==> src/hw/rtl/assert_macros.svh <==
// Assertion macros shared by the RTL files of the scope trace block.
// Every macro samples on i_clk and is disabled while i_rst_n is low.
`ifndef ASSERT_MACROS_SVH
`define ASSERT_MACROS_SVH

// Same-cycle implication.
`define AST_ASSERT_NOW(label, ante, cons, msg) \
    label: assert property (@(posedge i_clk) disable iff (!i_rst_n) (ante) |-> (cons)) \
        else $error(msg);

// Next-cycle implication.
`define AST_ASSERT_NEXT(label, ante, cons, msg) \
    label: assert property (@(posedge i_clk) disable iff (!i_rst_n) (ante) |=> (cons)) \
        else $error(msg);

`endif

==> src/hw/rtl/ast_pkg.sv <==
// Package of the autoscaling scope trace: field widths, level limits, FSM states.
// No dependencies; used by the pixel interface, the top level and the testbench.
`default_nettype none

package ast_pkg;

    localparam int COL_W   = 7;
    localparam int LVL_W   = 6;
    localparam int SCALE_W = 7;
    localparam int CNT_W   = 7;

    localparam int MID_LEVEL     = 25;
    localparam int LARGE_LIMIT   = 12;
    localparam int TOP_LEVEL     = 50;
    localparam int SCALE_MAX     = 64;
    localparam int LARGE_FEW     = 4;
    localparam int OVERFLOW_MANY = 8;
    localparam int COUNT_MAX     = 127;

    typedef enum logic [2:0] {
        S_IDLE,
        S_QDIV,
        S_EVAL,
        S_ERASE,
        S_DRAW,
        S_STEP,
        S_MDIV,
        S_MFIN
    } t_state;

endpackage

`default_nettype wire

==> src/hw/rtl/ast_smp_if.sv <==
// Sample channel: valid/ready handshake carrying one ADC conversion result.
// Standalone interface; width set by parameter W.
`default_nettype none

interface ast_smp_if #(
    parameter int W = 10
);
    logic         valid;
    logic         ready;
    logic [W-1:0] sample;

    modport source (output valid, output sample, input ready);
    modport sink   (input valid, input sample, output ready);
endinterface

`default_nettype wire

==> src/hw/rtl/ast_pix_if.sv <==
// Pixel update channel: valid/ready handshake carrying one trace pixel update.
// Depends on ast_pkg for the field widths.
`default_nettype none

interface ast_pix_if;
    import ast_pkg::*;

    logic             valid;
    logic             ready;
    logic [COL_W-1:0] column;
    logic [LVL_W-1:0] level;
    logic             pixel_on;
    logic             final_update;

    modport source (output valid, output column, output level, output pixel_on,
                    output final_update, input ready);
    modport sink   (input valid, input column, input level, input pixel_on,
                    input final_update, output ready);
endinterface

`default_nettype wire

==> src/hw/rtl/autoscale_scope_trace.sv <==
// Autoscaling scope trace: bias removal, serial scaling divide, trace update.
// Depends on ast_pkg, ast_smp_if, ast_pix_if and assert_macros.svh.
//
// Usage:
//   i_smp takes one ADC sample per transaction; each sample fills the next
//   column of a sweep of SWEEP_LEN columns. o_pix returns either nothing (the
//   column level did not change) or two transactions: an erase at the old
//   level, then a draw at the new level with final_update set.
//   A sample is divided by the scale in the bit-serial divider, which yields
//   one quotient bit per cycle; no new sample is taken until the updates for
//   the last one are loaded into the output register or found unneeded.
//   The last column of a sweep then also waits while the same divider forms
//   the sweep mean for the new bias, one bit a cycle.
//   The draw sits in the output register, so the next sample is taken while it
//   waits. If the receiver stalls, the block waits in erase or draw until the
//   output register frees up; no pixel update is dropped.
//   Reset clears the column, the sum, the bias, both counters, the trace store
//   (per-column valid bits, cleared at once) and sets the scale to 1.
`default_nettype none
`include "assert_macros.svh"

module autoscale_scope_trace #(
    parameter int SWEEP_LEN   = 88,
    parameter int SAMPLE_BITS = 10
) (
    input  wire logic  i_clk,
    input  wire logic  i_rst_n,
    ast_smp_if.sink    i_smp,
    ast_pix_if.source  o_pix
);
    import ast_pkg::*;

    localparam int IDX_W  = $clog2(SWEEP_LEN);
    localparam int SUM_W  = SAMPLE_BITS + IDX_W;
    localparam int ITER_W = $clog2(SUM_W + 1);
    localparam int DIV_W  = ($clog2(SWEEP_LEN + 1) > SCALE_W) ?
                            $clog2(SWEEP_LEN + 1) : SCALE_W;
    localparam int PAD_W  = SUM_W - SAMPLE_BITS;

    t_state r_state, n_state;

    logic [COL_W-1:0]       r_col;
    logic [SUM_W-1:0]       r_sum;
    logic [SAMPLE_BITS-1:0] r_bias;
    logic [SCALE_W-1:0]     r_scale;
    logic [CNT_W-1:0]       r_ovf;
    logic [CNT_W-1:0]       r_lrg;

    // shared serial divider
    logic [SUM_W-1:0]  r_dq;
    logic [DIV_W-1:0]  r_rem;
    logic [DIV_W-1:0]  r_divisor;
    logic [ITER_W-1:0] r_iter;
    logic              r_neg;

    // trace store
    logic [LVL_W-1:0] mem_trace [SWEEP_LEN];
    logic             r_vld [SWEEP_LEN];
    logic [LVL_W-1:0] r_rd;
    logic             r_rd_vld;
    logic [LVL_W-1:0] r_lvl;
    logic [LVL_W-1:0] r_old;

    // output register
    logic             r_o_valid;
    logic [COL_W-1:0] r_o_column;
    logic [LVL_W-1:0] r_o_level;
    logic             r_o_on;
    logic             r_o_final;

    logic                   in_ready, in_acc, out_free, ld_erase, ld_draw;
    logic [SAMPLE_BITS-1:0] smp;
    logic                   smp_neg;
    logic [SAMPLE_BITS-1:0] smp_mag;
    logic [DIV_W:0]         div_shift;
    logic                   div_ge;
    logic [DIV_W-1:0]       div_rem;
    logic [SAMPLE_BITS-1:0] quo;
    logic [LVL_W-1:0]       quo_clip;
    logic [LVL_W:0]         up_sum;
    logic [LVL_W-1:0]       new_lvl;
    logic [LVL_W-1:0]       old_lvl;
    logic                   last_col;

    assign smp     = i_smp.sample;
    assign in_acc  = i_smp.valid && in_ready;
    assign smp_neg = smp < r_bias;
    assign smp_mag = smp_neg ? (r_bias - smp) : (smp - r_bias);

    assign out_free = !r_o_valid || o_pix.ready;
    assign last_col = r_col == COL_W'(SWEEP_LEN - 1);

    // one restoring step per cycle
    assign div_shift = {r_rem, r_dq[SUM_W-1]};
    assign div_ge    = div_shift >= {1'b0, r_divisor};
    assign div_rem   = div_ge ? DIV_W'(div_shift - {1'b0, r_divisor}) : div_shift[DIV_W-1:0];

    // level from the finished quotient
    assign quo      = r_dq[SAMPLE_BITS-1:0];
    assign quo_clip = (quo > SAMPLE_BITS'(TOP_LEVEL)) ? LVL_W'(TOP_LEVEL) : quo[LVL_W-1:0];
    assign up_sum   = (LVL_W + 1)'(MID_LEVEL) + {1'b0, quo_clip};
    assign old_lvl  = r_rd_vld ? r_rd : '0;

    always_comb begin
        if (r_neg) begin
            new_lvl = (quo_clip > LVL_W'(MID_LEVEL)) ? '0 : LVL_W'(MID_LEVEL) - quo_clip;
        end else begin
            new_lvl = (up_sum > (LVL_W + 1)'(TOP_LEVEL)) ? LVL_W'(TOP_LEVEL)
                                                       : up_sum[LVL_W-1:0];
        end
    end

    always_ff @(posedge i_clk) begin
        if (!i_rst_n) begin
            r_state <= S_IDLE;
        end else begin
            r_state <= n_state;
        end
    end

    always_comb begin
        n_state  = r_state;
        in_ready = 1'b0;
        ld_erase = 1'b0;
        ld_draw  = 1'b0;
        unique case (r_state)
            S_IDLE: begin
                in_ready = 1'b1;
                if (i_smp.valid) begin
                    n_state = S_QDIV;
                end
            end
            S_QDIV: begin
                if (r_iter == ITER_W'(1)) begin
                    n_state = S_EVAL;
                end
            end
            S_EVAL: begin
                n_state = (new_lvl != old_lvl) ? S_ERASE : S_STEP;
            end
            S_ERASE: begin
                if (out_free) begin
                    ld_erase = 1'b1;
                    n_state  = S_DRAW;
                end
            end
            S_DRAW: begin
                if (out_free) begin
                    ld_draw = 1'b1;
                    n_state = S_STEP;
                end
            end
            S_STEP: begin
                n_state = last_col ? S_MDIV : S_IDLE;
            end
            S_MDIV: begin
                if (r_iter == ITER_W'(1)) begin
                    n_state = S_MFIN;
                end
            end
            S_MFIN: begin
                n_state = S_IDLE;
            end
            default: begin
                n_state = S_IDLE;
            end
        endcase
    end

    // sweep state and counters
    always_ff @(posedge i_clk) begin
        if (!i_rst_n) begin
            r_col   <= '0;
            r_sum   <= '0;
            r_bias  <= '0;
            r_scale <= SCALE_W'(1);
            r_ovf   <= '0;
            r_lrg   <= '0;
        end else begin
            if (in_acc) begin
                r_sum <= r_sum + SUM_W'(smp);
            end
            if (r_state == S_EVAL) begin
                if (quo > SAMPLE_BITS'(MID_LEVEL)) begin
                    if (r_ovf != CNT_W'(COUNT_MAX)) begin
                        r_ovf <= r_ovf + CNT_W'(1);
                    end
                end else if (quo > SAMPLE_BITS'(LARGE_LIMIT)) begin
                    if (r_lrg != CNT_W'(COUNT_MAX)) begin
                        r_lrg <= r_lrg + CNT_W'(1);
                    end
                end
            end
            if (r_state == S_STEP) begin
                r_col <= last_col ? '0 : r_col + COL_W'(1);
                if (last_col) begin
                    r_sum <= '0;
                end
            end
            if (r_state == S_MFIN) begin
                r_bias <= r_dq[SAMPLE_BITS-1:0];
                priority if (r_lrg < CNT_W'(LARGE_FEW) && r_scale > SCALE_W'(1)) begin
                    r_scale <= r_scale - SCALE_W'(1);
                end else if (r_ovf > CNT_W'(OVERFLOW_MANY)
                             && r_scale < SCALE_W'(SCALE_MAX)) begin
                    r_scale <= r_scale + SCALE_W'(1);
                end
                r_ovf <= '0;
                r_lrg <= '0;
            end
        end
    end

    // divider: sample magnitude over scale, or sweep sum over sweep length
    always_ff @(posedge i_clk) begin
        if (in_acc) begin
            r_neg     <= smp_neg;
            r_dq      <= {smp_mag, {PAD_W{1'b0}}};
            r_rem     <= '0;
            r_divisor <= DIV_W'(r_scale);
            r_iter    <= ITER_W'(SAMPLE_BITS);
        end else if (r_state == S_STEP && last_col) begin
            r_dq      <= r_sum;
            r_rem     <= '0;
            r_divisor <= DIV_W'(SWEEP_LEN);
            r_iter    <= ITER_W'(SUM_W);
        end else if (r_state == S_QDIV || r_state == S_MDIV) begin
            r_dq   <= {r_dq[SUM_W-2:0], div_ge};
            r_rem  <= div_rem;
            r_iter <= r_iter - ITER_W'(1);
        end
        if (r_state == S_EVAL) begin
            r_lvl <= new_lvl;
            r_old <= old_lvl;
        end
    end

    // trace store: read at accept, written with the draw
    always_ff @(posedge i_clk) begin
        if (in_acc) begin
            r_rd <= mem_trace[r_col[IDX_W-1:0]];
        end
        if (ld_draw) begin
            mem_trace[r_col[IDX_W-1:0]] <= r_lvl;
        end
    end

    always_ff @(posedge i_clk) begin
        if (!i_rst_n) begin
            for (int i = 0; i < SWEEP_LEN; i++) begin
                r_vld[i] <= 1'b0;
            end
            r_rd_vld <= 1'b0;
        end else begin
            if (in_acc) begin
                r_rd_vld <= r_vld[r_col[IDX_W-1:0]];
            end
            if (ld_draw) begin
                r_vld[r_col[IDX_W-1:0]] <= 1'b1;
            end
        end
    end

    // output register
    always_ff @(posedge i_clk) begin
        if (!i_rst_n) begin
            r_o_valid <= 1'b0;
        end else if (ld_erase || ld_draw) begin
            r_o_valid <= 1'b1;
        end else if (o_pix.ready) begin
            r_o_valid <= 1'b0;
        end
    end

    always_ff @(posedge i_clk) begin
        if (ld_erase) begin
            r_o_column <= r_col;
            r_o_level  <= r_old;
            r_o_on     <= 1'b0;
            r_o_final  <= 1'b0;
        end else if (ld_draw) begin
            r_o_column <= r_col;
            r_o_level  <= r_lvl;
            r_o_on     <= 1'b1;
            r_o_final  <= 1'b1;
        end
    end

    assign i_smp.ready        = in_ready;
    assign o_pix.valid        = r_o_valid;
    assign o_pix.column       = r_o_column;
    assign o_pix.level        = r_o_level;
    assign o_pix.pixel_on     = r_o_on;
    assign o_pix.final_update = r_o_final;

    `AST_ASSERT_NOW(a_scale_range, 1'b1, r_scale >= SCALE_W'(1) && r_scale <= SCALE_W'(SCALE_MAX), "vertical scale out of range")
    `AST_ASSERT_NOW(a_col_range, 1'b1, r_col < COL_W'(SWEEP_LEN), "column beyond sweep")
    `AST_ASSERT_NEXT(a_acc_div, in_acc, r_state == S_QDIV && r_iter == ITER_W'(SAMPLE_BITS), "divider not started on sample")
    `AST_ASSERT_NEXT(a_erase_draw, ld_erase, r_state == S_DRAW && r_o_valid && !r_o_on, "erase not followed by draw")
    `AST_ASSERT_NEXT(a_draw_last, ld_draw, r_o_valid && r_o_on && r_o_final && r_vld[r_o_column[IDX_W-1:0]], "draw not marked final")

endmodule

`default_nettype wire

==> src/flat_wrapper.sv <==
// flat-port wrapper written by rule: the top's interface ports become plain ports
module autoscale_scope_trace_flat import ast_pkg::*;
#(
    parameter int SWEEP_LEN   = 88,
    parameter int SAMPLE_BITS = 10
)
  (i_clk, i_rst_n, i_smp_valid, i_smp_sample, i_smp_ready, o_pix_valid, o_pix_column, o_pix_level, o_pix_pixel_on, o_pix_final_update, o_pix_ready);
  ast_smp_if #(.W(SAMPLE_BITS)) i_smp_i ();
  ast_pix_if o_pix_i ();
  input  wire logic i_clk;
  input  wire logic i_rst_n;
  input wire logic [$bits(i_smp_i.valid)-1:0] i_smp_valid;
  input wire logic [$bits(i_smp_i.sample)-1:0] i_smp_sample;
  output wire logic [$bits(i_smp_i.ready)-1:0] i_smp_ready;
  output wire logic [$bits(o_pix_i.valid)-1:0] o_pix_valid;
  output wire logic [$bits(o_pix_i.column)-1:0] o_pix_column;
  output wire logic [$bits(o_pix_i.level)-1:0] o_pix_level;
  output wire logic [$bits(o_pix_i.pixel_on)-1:0] o_pix_pixel_on;
  output wire logic [$bits(o_pix_i.final_update)-1:0] o_pix_final_update;
  input wire logic [$bits(o_pix_i.ready)-1:0] o_pix_ready;
  assign i_smp_i.valid = i_smp_valid;
  assign i_smp_i.sample = i_smp_sample;
  assign i_smp_ready = i_smp_i.ready;
  assign o_pix_valid = o_pix_i.valid;
  assign o_pix_column = o_pix_i.column;
  assign o_pix_level = o_pix_i.level;
  assign o_pix_pixel_on = o_pix_i.pixel_on;
  assign o_pix_final_update = o_pix_i.final_update;
  assign o_pix_i.ready = o_pix_ready;
  autoscale_scope_trace #(.SWEEP_LEN(SWEEP_LEN), .SAMPLE_BITS(SAMPLE_BITS)) u_core (.i_clk(i_clk), .i_rst_n(i_rst_n), .i_smp(i_smp_i), .o_pix(o_pix_i));
endmodule
==> config.mk <==
export PLATFORM = sky130hd
export DESIGN_NAME = autoscale_scope_trace_flat
export DESIGN_NICKNAME = d
export VERILOG_FILES = /design/src/hw/rtl/ast_pkg.sv /design/src/hw/rtl/ast_smp_if.sv /design/src/hw/rtl/ast_pix_if.sv /design/src/hw/rtl/autoscale_scope_trace.sv /design/src/flat_wrapper.sv
export VERILOG_INCLUDE_DIRS = /design/src /design/src/hw/rtl
export SDC_FILE = /design/constraint.sdc
export NUM_CORES = 1
export LEC_CHECK = 0
export BUFFER_PORTS_ARGS = -buffer_cell sky130_fd_sc_hd__buf_2
export CELL_PAD_IN_SITES_DETAIL_PLACEMENT = 1
export CELL_PAD_IN_SITES_GLOBAL_PLACEMENT = 2
export CORE_ASPECT_RATIO = 0.7
export CORE_UTILIZATION = 40
export DETAILED_ROUTE_END_ITERATION = 16
export GPL_TIMING_DRIVEN = 0
export PLACE_DENSITY_LB_ADDON = 0.1
export SYNTH_ARGS = -nofsm -noshare
export SYNTH_HDL_FRONTEND = slang
export SYNTH_SLANG_ARGS = --single-unit
export TNS_END_PERCENT = 50
==> constraint.sdc <==
create_clock -name i_clk -period 6.46 [get_ports i_clk]
set_input_delay 0.969 -clock i_clk [delete_from_list [all_inputs] [get_ports i_clk]]
set_output_delay 0.969 -clock i_clk [all_outputs]
set_load 0.02 [all_outputs]
==> results of run 1 <==
[power groups by stage]
stage | Combinational [mW] | Clock [mW] | Sequential, mW
3_5_place_dp | 0.570 | 0 | 5.57
3_3_place_gp | 0.546 | 0 | 5.57
6_report | 0.578 | 4.77 | 5.46
5_1_grt | 0.633 | 4.98 | 5.46
4_1_cts | 0.575 | 4.81 | 5.46
2_1_floorplan | 0.392 | 0 | 5.56
[cell families after synthesis]
| kind of cell | share of synthesized area (%) |
|---|---|
| flip-flops | 66.6 |
| buffers and inverters | 2.58 |
| AND/OR/NAND/NOR | 10.3 |
| AO/OA/AOI/OAI | 14.2 |
| XOR/XNOR | 1.36 |
| adder cells (fa/ha/maj) | 2.15 |
| multiplexers | 2.76 |
[final timing paths]
kind / startpoint / slack (ns) / endpoint / cells after the start
max: u_core.r_col[0]$_SDFFE_PN0N_ / 0.16 / u_core.mem_trace[49][4]$_DFFE_PP_ / 7
min: u_core.r_vld[121]$_DFF_P_ / 0.45 / u_core.r_vld[121]$_DFF_P_ / 1
max reg2reg: u_core.r_col[0]$_SDFFE_PN0N_ / 0.16 / u_core.mem_trace[49][4]$_DFFE_PP_ / 7
min reg2reg: u_core.r_vld[121]$_DFF_P_ / 0.45 / u_core.r_vld[121]$_DFF_P_ / 1
[cells in the mapped netlist, types with 30 or more instances]
cell	number	area share, %
xnor2_1	30	0.81
a22oi_1	208	4.8
inv_1	54	0.63
clkbuf_1	100	1.2
o21bai_1	35	0.81
ha_1	49	1.9
a22o_1	33	0.90
nand4_1	58	1.1
mux2_2	32	1.1
a221oi_1	58	1.6
dfxtp_1	208	13
edfxtp_1	577	54
nand3_1	34	0.53
o21ai_0	82	1.3
a21oi_1	77	1.2
nor2_1	354	4.1
nand2_1	159	1.9
[area by class of cell]
class	instances	area, um2	share of cell area, %
Antenna cell	1	2.50	0.00679
Timing Repair Buffer	48	638	1.73
Buffer	151	619	1.68
Inverter	57	214	0.581
Clock inverter	45	452	1.23
Clock buffer	104	2180	5.91
Tap cell	1056	1320	3.59
Multi-Input combinational cell	1539	9930	26.9
Sequential cell	785	21500	58.3
[sequential cells by signal, summed over array words and instances, names as in the netlist, 7 cells and up]
| signal | count |
|---|---|
| u_core.r_dq | 17 |
| u_core.r_divisor | 7 |
| u_core.r_bias | 10 |
| u_core.o_pix.column | 7 |
| u_core.r_col | 7 |
| u_core.r_rem | 7 |
| u_core.r_ovf | 7 |
| u_core.r_vld | 128 |
| u_core.r_lrg | 7 |
| u_core.r_sum | 17 |
| u_core.mem_trace | 528 |
| u_core.r_scale | 7 |
[per-layer routing]
metal	track usage, %	up-vias
met2	39.6	1039
met5	0	-
li1	-	9911
met3	9.40	170
met4	6.69	2
met1	45.6	12139
[critical path, cell delays in order, from the launching register on]
cell      delay, ns
dfxtp_1        0.42
buf_2          0.28
nor3b_2        0.76
clkbuf_1       0.86
buf_1          1.08
buf_1          0.84
nand2_1        0.58
nor2_1         1.01
[per-stage QoR]
step / instances / utilization [%] / area (um2) / power [mW] / hold WS [ns]
global route: 3785 / 46.5 / 36800 / 11.1 / 0.456
CTS: 3785 / 46.5 / 36800 / 10.8 / 0.444
global placement: 3618 / 42.6 / 33700 / 6.12 / 0.422
floorplan: 2532 / - / 32300 / 5.95 / 0.406
finish: 3786 / 46.5 / 36800 / 10.8 / 0.447
detailed placement: 3636 / 43.2 / 34200 / 6.14 / 0.429
==> impl_metrics.json, run 1 <==
{
  "netlist_area_mm2": 0.0323,
  "hold_path_class": "register to register",
  "final_max_slew_viol_count": 7,
  "h-tree-depth": 3,
  "post-cts-setup-buffer-count": 0,
  "end_kind": "register",
  "finClkSkew_ns": 0.0231,
  "gp_congestion": 0.926,
  "io_buffers": 30,
  "syn_avg_cell_area_um2": 12.7,
  "synth_edf_count": 577,
  "grt_max_degree": 35,
  "cts_tree": "yes",
  "p_leak_nw": 12.1,
  "synthesis.nets": 2599,
  "cp_data_arrival_time_ns": 6.54,
  "cts.sinks": 785,
  "fmax_mhz": 159,
  "start_kind": "register",
  "nets": 2729,
  "async_flop_share_pct": 0,
  "die_area_mm2": 0.0818,
  "met3_length_um": 13300,
  "grt_usage_pct": 29.5,
  "rows": 86,
  "pre_cts_ws_ns": 0.426,
  "grt_pass1_wl_um": 170000,
  "wirelength_um": 121000,
  "switching_share_pct": 22.6,
  "relSlewSlack_pct": -1.47,
  "fp.dieH_um": 240,
  "core-area_mm2": 0.0792,
  "synth_ff_type": "edfxtp_1",
  "powerDensity_mw_per_mm2": 293,
  "drive_above_1_share_pct": 9.53,
  "layout_commonest_cell": "edfxtp_1",
  "p_int_mw": 8.37,
  "p_switching_mw": 2.44,
  "critical_path_class": "register to register",
  "io_pins": 31,
  "drtIter0Drc": 2898,
  "cts_resized": 0,
  "top_layer": "met5",
  "wl_met1_um": 57700,
  "overflow": 0,
  "critical_path_required_ns": 6.71,
  "clk_pin_slew_ns": 0.06,
  "final_cell_mix": "edfxtp_1, nor2_1, a22oi_1, dfxtp_1, nand2_1",
  "worstMarginPinSlew_ns": 1.51,
  "status": "finished, violations left",
  "ctsHoldBuffers": 0,
  "clock_latency_ns": 0.65,
  "peakVddDrop_mv": 0.170,
  "yosys_warnings": 0,
  "cts_root_buf": "clkbuf_16",
  "synth_seq_cells": 785,
  "clk_path_buf_depth": 3,
  "dr.pass1.iters": 5,
  "area_growth_pct": 14.2,
  "drc": 0,
  "wl_met2_um": 47900,
  "antenna_left": 0,
  "numCtsBuffers": 80,
  "maxCapViolations": 1,
  "worst_slack_ns": 0.165,
  "antenna_found_initial": 5,
  "p_comb_share_pct": 5.3,
  "rsz0062_at_grt": "no",
  "first_global_vias": 23018,
  "dpl.hpwl_um": 85400,
  "wl_per_cell_um": 32.1,
  "dieWidth_um": 341,
  "fin_setup_tns_ns": 0,
  "yosysUniqueCellTypes": 88,
  "setup_violations": 0,
  "yosysSeqAreaShare_pct": 66.6,
  "seqPwrFrac_pct": 50.5,
  "fin_crit_ns": 6.30,
  "violations": "max-capacitance violations, max-slew violations",
  "hold_viol": 0,
  "initial_core_util_pct": 40.7,
  "via_per_inst": 6.14,
  "num_vias": 23261,
  "path_max_fanout": 10,
  "fill_cells": 8209,
  "synthCells": 2532,
  "finalCritPeriodShare_pct": 97.5,
  "clkPwrFrac_pct": 44.2
}
Note: power is estimated with default switching activity, not from simulation.
==> inputs of run 2 (changes only) <==
--- a/config.mk
+++ b/config.mk
@@ -14,6 +14,8 @@
 export DETAILED_ROUTE_END_ITERATION = 16
 export GPL_TIMING_DRIVEN = 0
 export PLACE_DENSITY_LB_ADDON = 0.1
+export REMOVE_ABC_BUFFERS = 1
+export SLEW_MARGIN = 5
 export SYNTH_ARGS = -nofsm -noshare
 export SYNTH_HDL_FRONTEND = slang
 export SYNTH_SLANG_ARGS = --single-unit
==> run 2 against run 1 <==
Compared with the run above:
- the run now ends clean
- non-clock buffer count is 109 lower
- first-iteration DRC count is 30% lower
- clock power is 4% lower
- clock-buffer cell count is 8 higher
- critical path type unchanged
- largest power group unchanged
==> impl_metrics.json, run 2 (synthesis gave the netlist of run 1 again) <==
{
  "hold_path.startpoint": "u_core.r_vld[125]$_DFF_P_",
  "antenna_found_initial": 7,
  "clk_path_buf_depth": 3,
  "post-cts-setup-buffer-count": 0,
  "via_per_inst": 5.91,
  "largest_reg_flops": 528,
  "reg2reg_to": "u_core.mem_trace[50][4]$_DFFE_PP_",
  "powerDensity_mw_per_mm2": 288,
  "fp.dieH_um": 240,
  "clock_latency_ns": 0.64,
  "ctsHoldBuffers": 0,
  "layout_commonest_cell": "edfxtp_1",
  "nets": 2620,
  "p_total_mw": 10.6,
  "num_vias": 21727,
  "gp_congestion": 0.852,
  "dieWidth_um": 341,
  "stdcell_count": 3676,
  "die_area_mm2": 0.0818,
  "fmax_mhz": 215,
  "worstMarginPinSlew_ns": 1.36,
  "min_to": "u_core.r_vld[125]$_DFF_P_",
  "clk_pin_slew_ns": 0.06,
  "fin_crit_ns": 4.66,
  "hold_path_class": "register to register",
  "p_int_mw": 8.22,
  "h-tree-depth": 3,
  "start_kind": "register",
  "final_max_slew_viol_count": 0,
  "dpl.hpwl_um": 66700,
  "area_growth_pct": 14.1,
  "antenna_left": 0,
  "grt_pass1_wl_um": 148000,
  "status": "complete, no violations",
  "final_cell_mix": "edfxtp_1, nor2_1, a22oi_1",
  "cts.sinks": 785,
  "finalCritPeriodShare_pct": 72.1,
  "reg2reg_depth": 8,
  "drtIter0Drc": 2039,
  "finClkSkew_ns": 0.0153,
  "cp_data_arrival_time_ns": 4.92,
  "drive_above_1_share_pct": 11.1,
  "relSlewSlack_pct": 8.91,
  "hold_ws_ns": 0.446,
  "clkPwrFrac_pct": 43.3,
  "core-area_mm2": 0.0792,
  "p_comb_share_pct": 5.0,
  "seqPwrFrac_pct": 51.7,
  "cts_root_buf": "clkbuf_16",
  "grt_max_degree": 97,
  "p_switching_mw": 2.38,
  "p_leak_nw": 12.0,
  "path_max_fanout": 47,
  "maxCapViolations": 0,
  "antenna_cells": 0,
  "initial_core_util_pct": 40.7,
  "wl_per_cell_um": 27.4,
  "rows": 86,
  "hold_viol": 0,
  "io_buffers": 30,
  "dpl.cell_count": 3527,
  "numCtsBuffers": 80,
  "rsz0062_at_grt": "no",
  "wirelength_um": 101000,
  "first_global_vias": 21893,
  "reg2reg_slack_ns": 1.80,
  "worstReg2RegStart": "u_core.r_col[1]$_SDFFE_PN0N_",
  "switching_share_pct": 22.5,
  "critical_path_required_ns": 6.72,
  "io_pins": 31,
  "grt_usage_pct": 24.7,
  "dr.pass1.iters": 5,
  "peakVddDrop_mv": 0.191,
  "cts_tree": "yes",
  "holdPathStages": 1,
  "overflow": 0,
  "end_kind": "register",
  "fill_cells": 8055,
  "critical_path_class": "register to register",
  "drc": 0,
  "setup_violations": 0,
  "cts_resized": 0,
  "fin_setup_tns_ns": 0
}
[run 2: changes by cell type in the layout (fill, tap and decap cells not counted), moves of 4 or more]
cell,previous run,this run
buf_1,26,0
buf_16,17,26
buf_2,50,30
buf_4,1,12
buf_6,3,11
buf_8,0,8
bufinv_16,9,5
clkbuf_1,119,26
dfxtp_1,208,203
dfxtp_4,0,4
[run 2: power groups by stage]
stage	Sequential [mW]	Combinational (mW)	Clock, mW
6_report	5.47	0.530	4.59
3_3_place_gp	5.59	0.498	0
3_5_place_dp	5.58	0.524	0
5_1_grt	5.48	0.588	4.85
2_1_floorplan	5.57	0.361	0
4_1_cts	5.47	0.529	4.68
[run 2: worst max path at each step]
stage	slack (ns)	endpoint	startpoint
final	1.80	u_core.mem_trace[50][4]$_DFFE_PP_	u_core.r_col[1]$_SDFFE_PN0N_
after global routing	1.70	u_core.mem_trace[50][1]$_DFFE_PP_	u_core.r_col[1]$_SDFFE_PN0N_
after CTS	1.83	u_core.mem_trace[66][1]$_DFFE_PP_	u_core.r_col[1]$_SDFFE_PN0N_
after detailed placement	1.62	u_core.r_dq[16]$_DFFE_PP_	i_smp_sample[0]
after global placement	-11.54	u_core.mem_trace[68][4]$_DFFE_PP_	u_core.r_col[2]$_SDFFE_PN0N_
after floorplan	-0.51	u_core.mem_trace[36][0]$_DFFE_PP_	u_core.r_col[2]$_SDFFE_PN0N_
[run 2: area by class of cell]
class                   instances  area [um2]  share of cell area (%)
flip-flops and latches        785       21500                    58.4
multi-input cells            1539        9980                    27.1
clock buffers                 112        2220                    6.02
well taps                    1056        1320                    3.59
clock inverters                37         307                   0.833
repair buffers                 90        1260                    3.42
inverters                      57         219                   0.595
[run 2: worst max-delay path: stages (launching register included)]
cell and delay (ns):
dfxtp_4 0.88, clkinv_1 0.73, nor3_2 0.58, buf_6 0.23, buf_6 0.17, buf_4 0.22, buf_8 0.18, nand2_1 0.37
nor2_1 0.86
[run 2: per-layer routing]
metal	vias up	track usage, %	share of wire [%]
li1	9695	-	-
met1	11313	38.0	49
met4	0	6.06	2.0
met3	127	5.43	6.8
met2	592	34.9	42
met5	-	0	0
[run 2: through the flow]
| stage | area [um2] | worst slack (ns) | util [%] |
|---|---|---|---|
| after global routing | 36800 | 1.70 | 46.5 |
| after detailed placement | 34300 | 1.62 | 43.3 |
| final | 36800 | 1.80 | 46.5 |
| after CTS | 36800 | 1.83 | 46.5 |
| after global placement | 33100 | -11.54 | 41.8 |
| after floorplan | 31600 | -0.506 | - |
==> inputs of run 3 (changes only) <==
==> constraint.sdc (replaced) <==
create_clock -name i_clk -period 3.95 [get_ports i_clk]
set_input_delay 0.5925 -clock i_clk [delete_from_list [all_inputs] [get_ports i_clk]]
set_output_delay 0.5925 -clock i_clk [all_outputs]
set_load 0.02 [all_outputs]
==> run 3 against run 2 <==
Compared with the run above:
- the flow now finishes with violations (negative setup slack)
- register-to-register slack got worse by 1.8 ns
- combinational power grew 67%
- wire length is 1.3% higher
- setup slack worse by 1.8 ns
- sequential power rose by 64%
- critical path depth decreased by 5
- utilization is 0.23 points higher
- critical endpoint is now u_core.mem_trace[34][3]$_DFFE_PP_
- maximum frequency rose by 17%
- final cell count is 0.24% higher
- hold slack got worse by 0.070 ns
- final area grew 0.50%
- highest routed layer unchanged
- clock power grew 64%
==> impl_metrics.json, run 3 (synthesis gave the netlist of run 1 again) <==
{
  "violations": "negative setup slack",
  "ctsHoldBuffers": 0,
  "hold_viol": 0,
  "dr.pass1.iters": 5,
  "cp_data_arrival_time_ns": 4.23,
  "clock_latency_ns": 0.63,
  "setup_violations": 6,
  "critical_path_class": "register to register",
  "first_global_vias": 21956,
  "dieWidth_um": 341,
  "critical_path_required_ns": 4.21,
  "gp_congestion": 0.852,
  "p_leak_nw": 12.1,
  "clk_pin_slew_ns": 0.06,
  "wl_per_cell_um": 27.7,
  "drive_above_1_share_pct": 12.1,
  "final_cell_mix": "edfxtp_1, nor2_1, a22oi_1",
  "hold_path_class": "input pin to register",
  "via_per_inst": 5.92,
  "antenna_found_initial": 6,
  "worstMarginPinSlew_ns": 1.46,
  "num_vias": 21814,
  "final_max_slew_viol_count": 0,
  "io_buffers": 30,
  "cts_tree": "yes",
  "end_kind": "register",
  "drc": 0,
  "drtIter0Drc": 2196,
  "numCtsBuffers": 80,
  "core-area_mm2": 0.0792,
  "area_growth_pct": 14.7,
  "finalCritPeriodShare_pct": 101,
  "rows": 86,
  "layout_commonest_cell": "edfxtp_1",
  "nets": 2627,
  "antenna_left": 0,
  "cts.sinks": 785,
  "fill_cells": 8040,
  "grt_pass1_wl_um": 150000,
  "wirelength_um": 102000,
  "utilization_pct": 46.7,
  "fmax_mhz": 252,
  "fp.dieH_um": 240,
  "maxCapViolations": 0,
  "stdcell_count": 3685,
  "powerDensity_mw_per_mm2": 469,
  "clk_path_buf_depth": 3,
  "initial_core_util_pct": 40.7,
  "dpl.hpwl_um": 66700,
  "die_area_mm2": 0.0818,
  "relSlewSlack_pct": 2.24,
  "start_kind": "register",
  "worst_slack_ns": -0.0212,
  "peakVddDrop_mv": 0.317,
  "h-tree-depth": 3,
  "path_max_fanout": 14,
  "cts_root_buf": "clkbuf_16",
  "grt_usage_pct": 25.0,
  "overflow": 0,
  "finClkSkew_ns": 0.0144,
  "rsz0062_at_grt": "no",
  "io_pins": 31,
  "grt_max_degree": 97,
  "status": "finished, violations left",
  "fin_crit_ns": 3.97,
  "dpl.cell_count": 3527,
  "largest_reg_flops": 528
}
## run 3: cell types whose count changed in the layout (fill, tap and decap cells not counted), moves of 3 or more
cell / before / now
dfxtp_2: 1 / 4
buf_12: 3 / 6
nor2_1: 353 / 349
nor2_2: 1 / 5
dfxtp_1: 203 / 200
buf_4: 12 / 16
## run 3: power by group
group	leakage (nW)	total (mW)	internal (mW)	switching, mW
clock network	1.24	7.51	4.25	3.26
registers	6.88	8.95	8.85	0.103
logic	3.99	0.883	0.346	0.537
total	12.1	17.3	13.4	3.90
## run 3: cell type report
type                    instances  area, um2  area share (%)
diodes                          2       5.00          0.0135
clock buffers                 112       2220            5.99
clock inverters                37        307           0.829
inverters                      57        220           0.595
multi-input cells            1539      10100            27.2
flip-flops and latches        785      21500            58.2
well taps                    1056       1320            3.57
repair buffers                 97       1350            3.65
## run 3: what timing repair did
| item | CTS | global route |
|---|---|---|
| setup endpoints to repair | 221 | 32 |
| gates resized for setup | 10 | 15 |
| cloned | 0 | 0 |
| pin swaps | 1 | 2 |
| setup buffers | 5 | 2 |
## run 3: path summary, 6_finish.rpt
| path | from | end | slack, ns | cells after the start |
|---|---|---|---|---|
| worst max-delay path | u_core.r_col[1]$_SDFFE_PN0N_ | u_core.mem_trace[34][3]$_DFFE_PP_ | -0.02 | 3 |
| worst min-delay path | i_smp_valid | u_core.r_divisor[2]$_SDFFCE_PN0P_ | 0.38 | 2 |
| worst max register to register | u_core.r_col[1]$_SDFFE_PN0N_ | u_core.mem_trace[34][3]$_DFFE_PP_ | -0.02 | 3 |
| worst min register to register | u_core.r_vld[125]$_DFF_P_ | u_core.r_vld[125]$_DFF_P_ | 0.44 | 1 |
## run 3: stage by stage
step / setup slack (ns) / instance area (um2) / power [mW] / TNS, ns / hold WS (ns)
after detailed placement: -0.662 / 34300 / 9.98 / -42.72 / 0.430
after global placement: -14.05 / 33100 / 9.95 / -2844.53 / 0.418
after global routing: 0.00697 / 37000 / 17.9 / 0 / 0.386
after floorplan: -3.02 / 31600 / 9.70 / -288.09 / 0.413
after CTS: 0.0196 / 36900 / 17.5 / 0 / 0.319
final: -0.0212 / 37000 / 17.3 / -0.105 / 0.377
## run 3: layer usage
metal	vias up	share of wire (%)	track usage [%]
li1	9712	-	-
met1	11370	49	38.7
met2	606	42	35.3
met3	126	6.8	5.12
met4	0	2.0	6.24
met5	-	0	0
## run 3: worst max-delay path, cell delays in order (launching register included)
cell	delay (ns)
dfxtp_4	0.59
nor2b_1	1.18
nand2_1	0.85
nor2_1	0.95
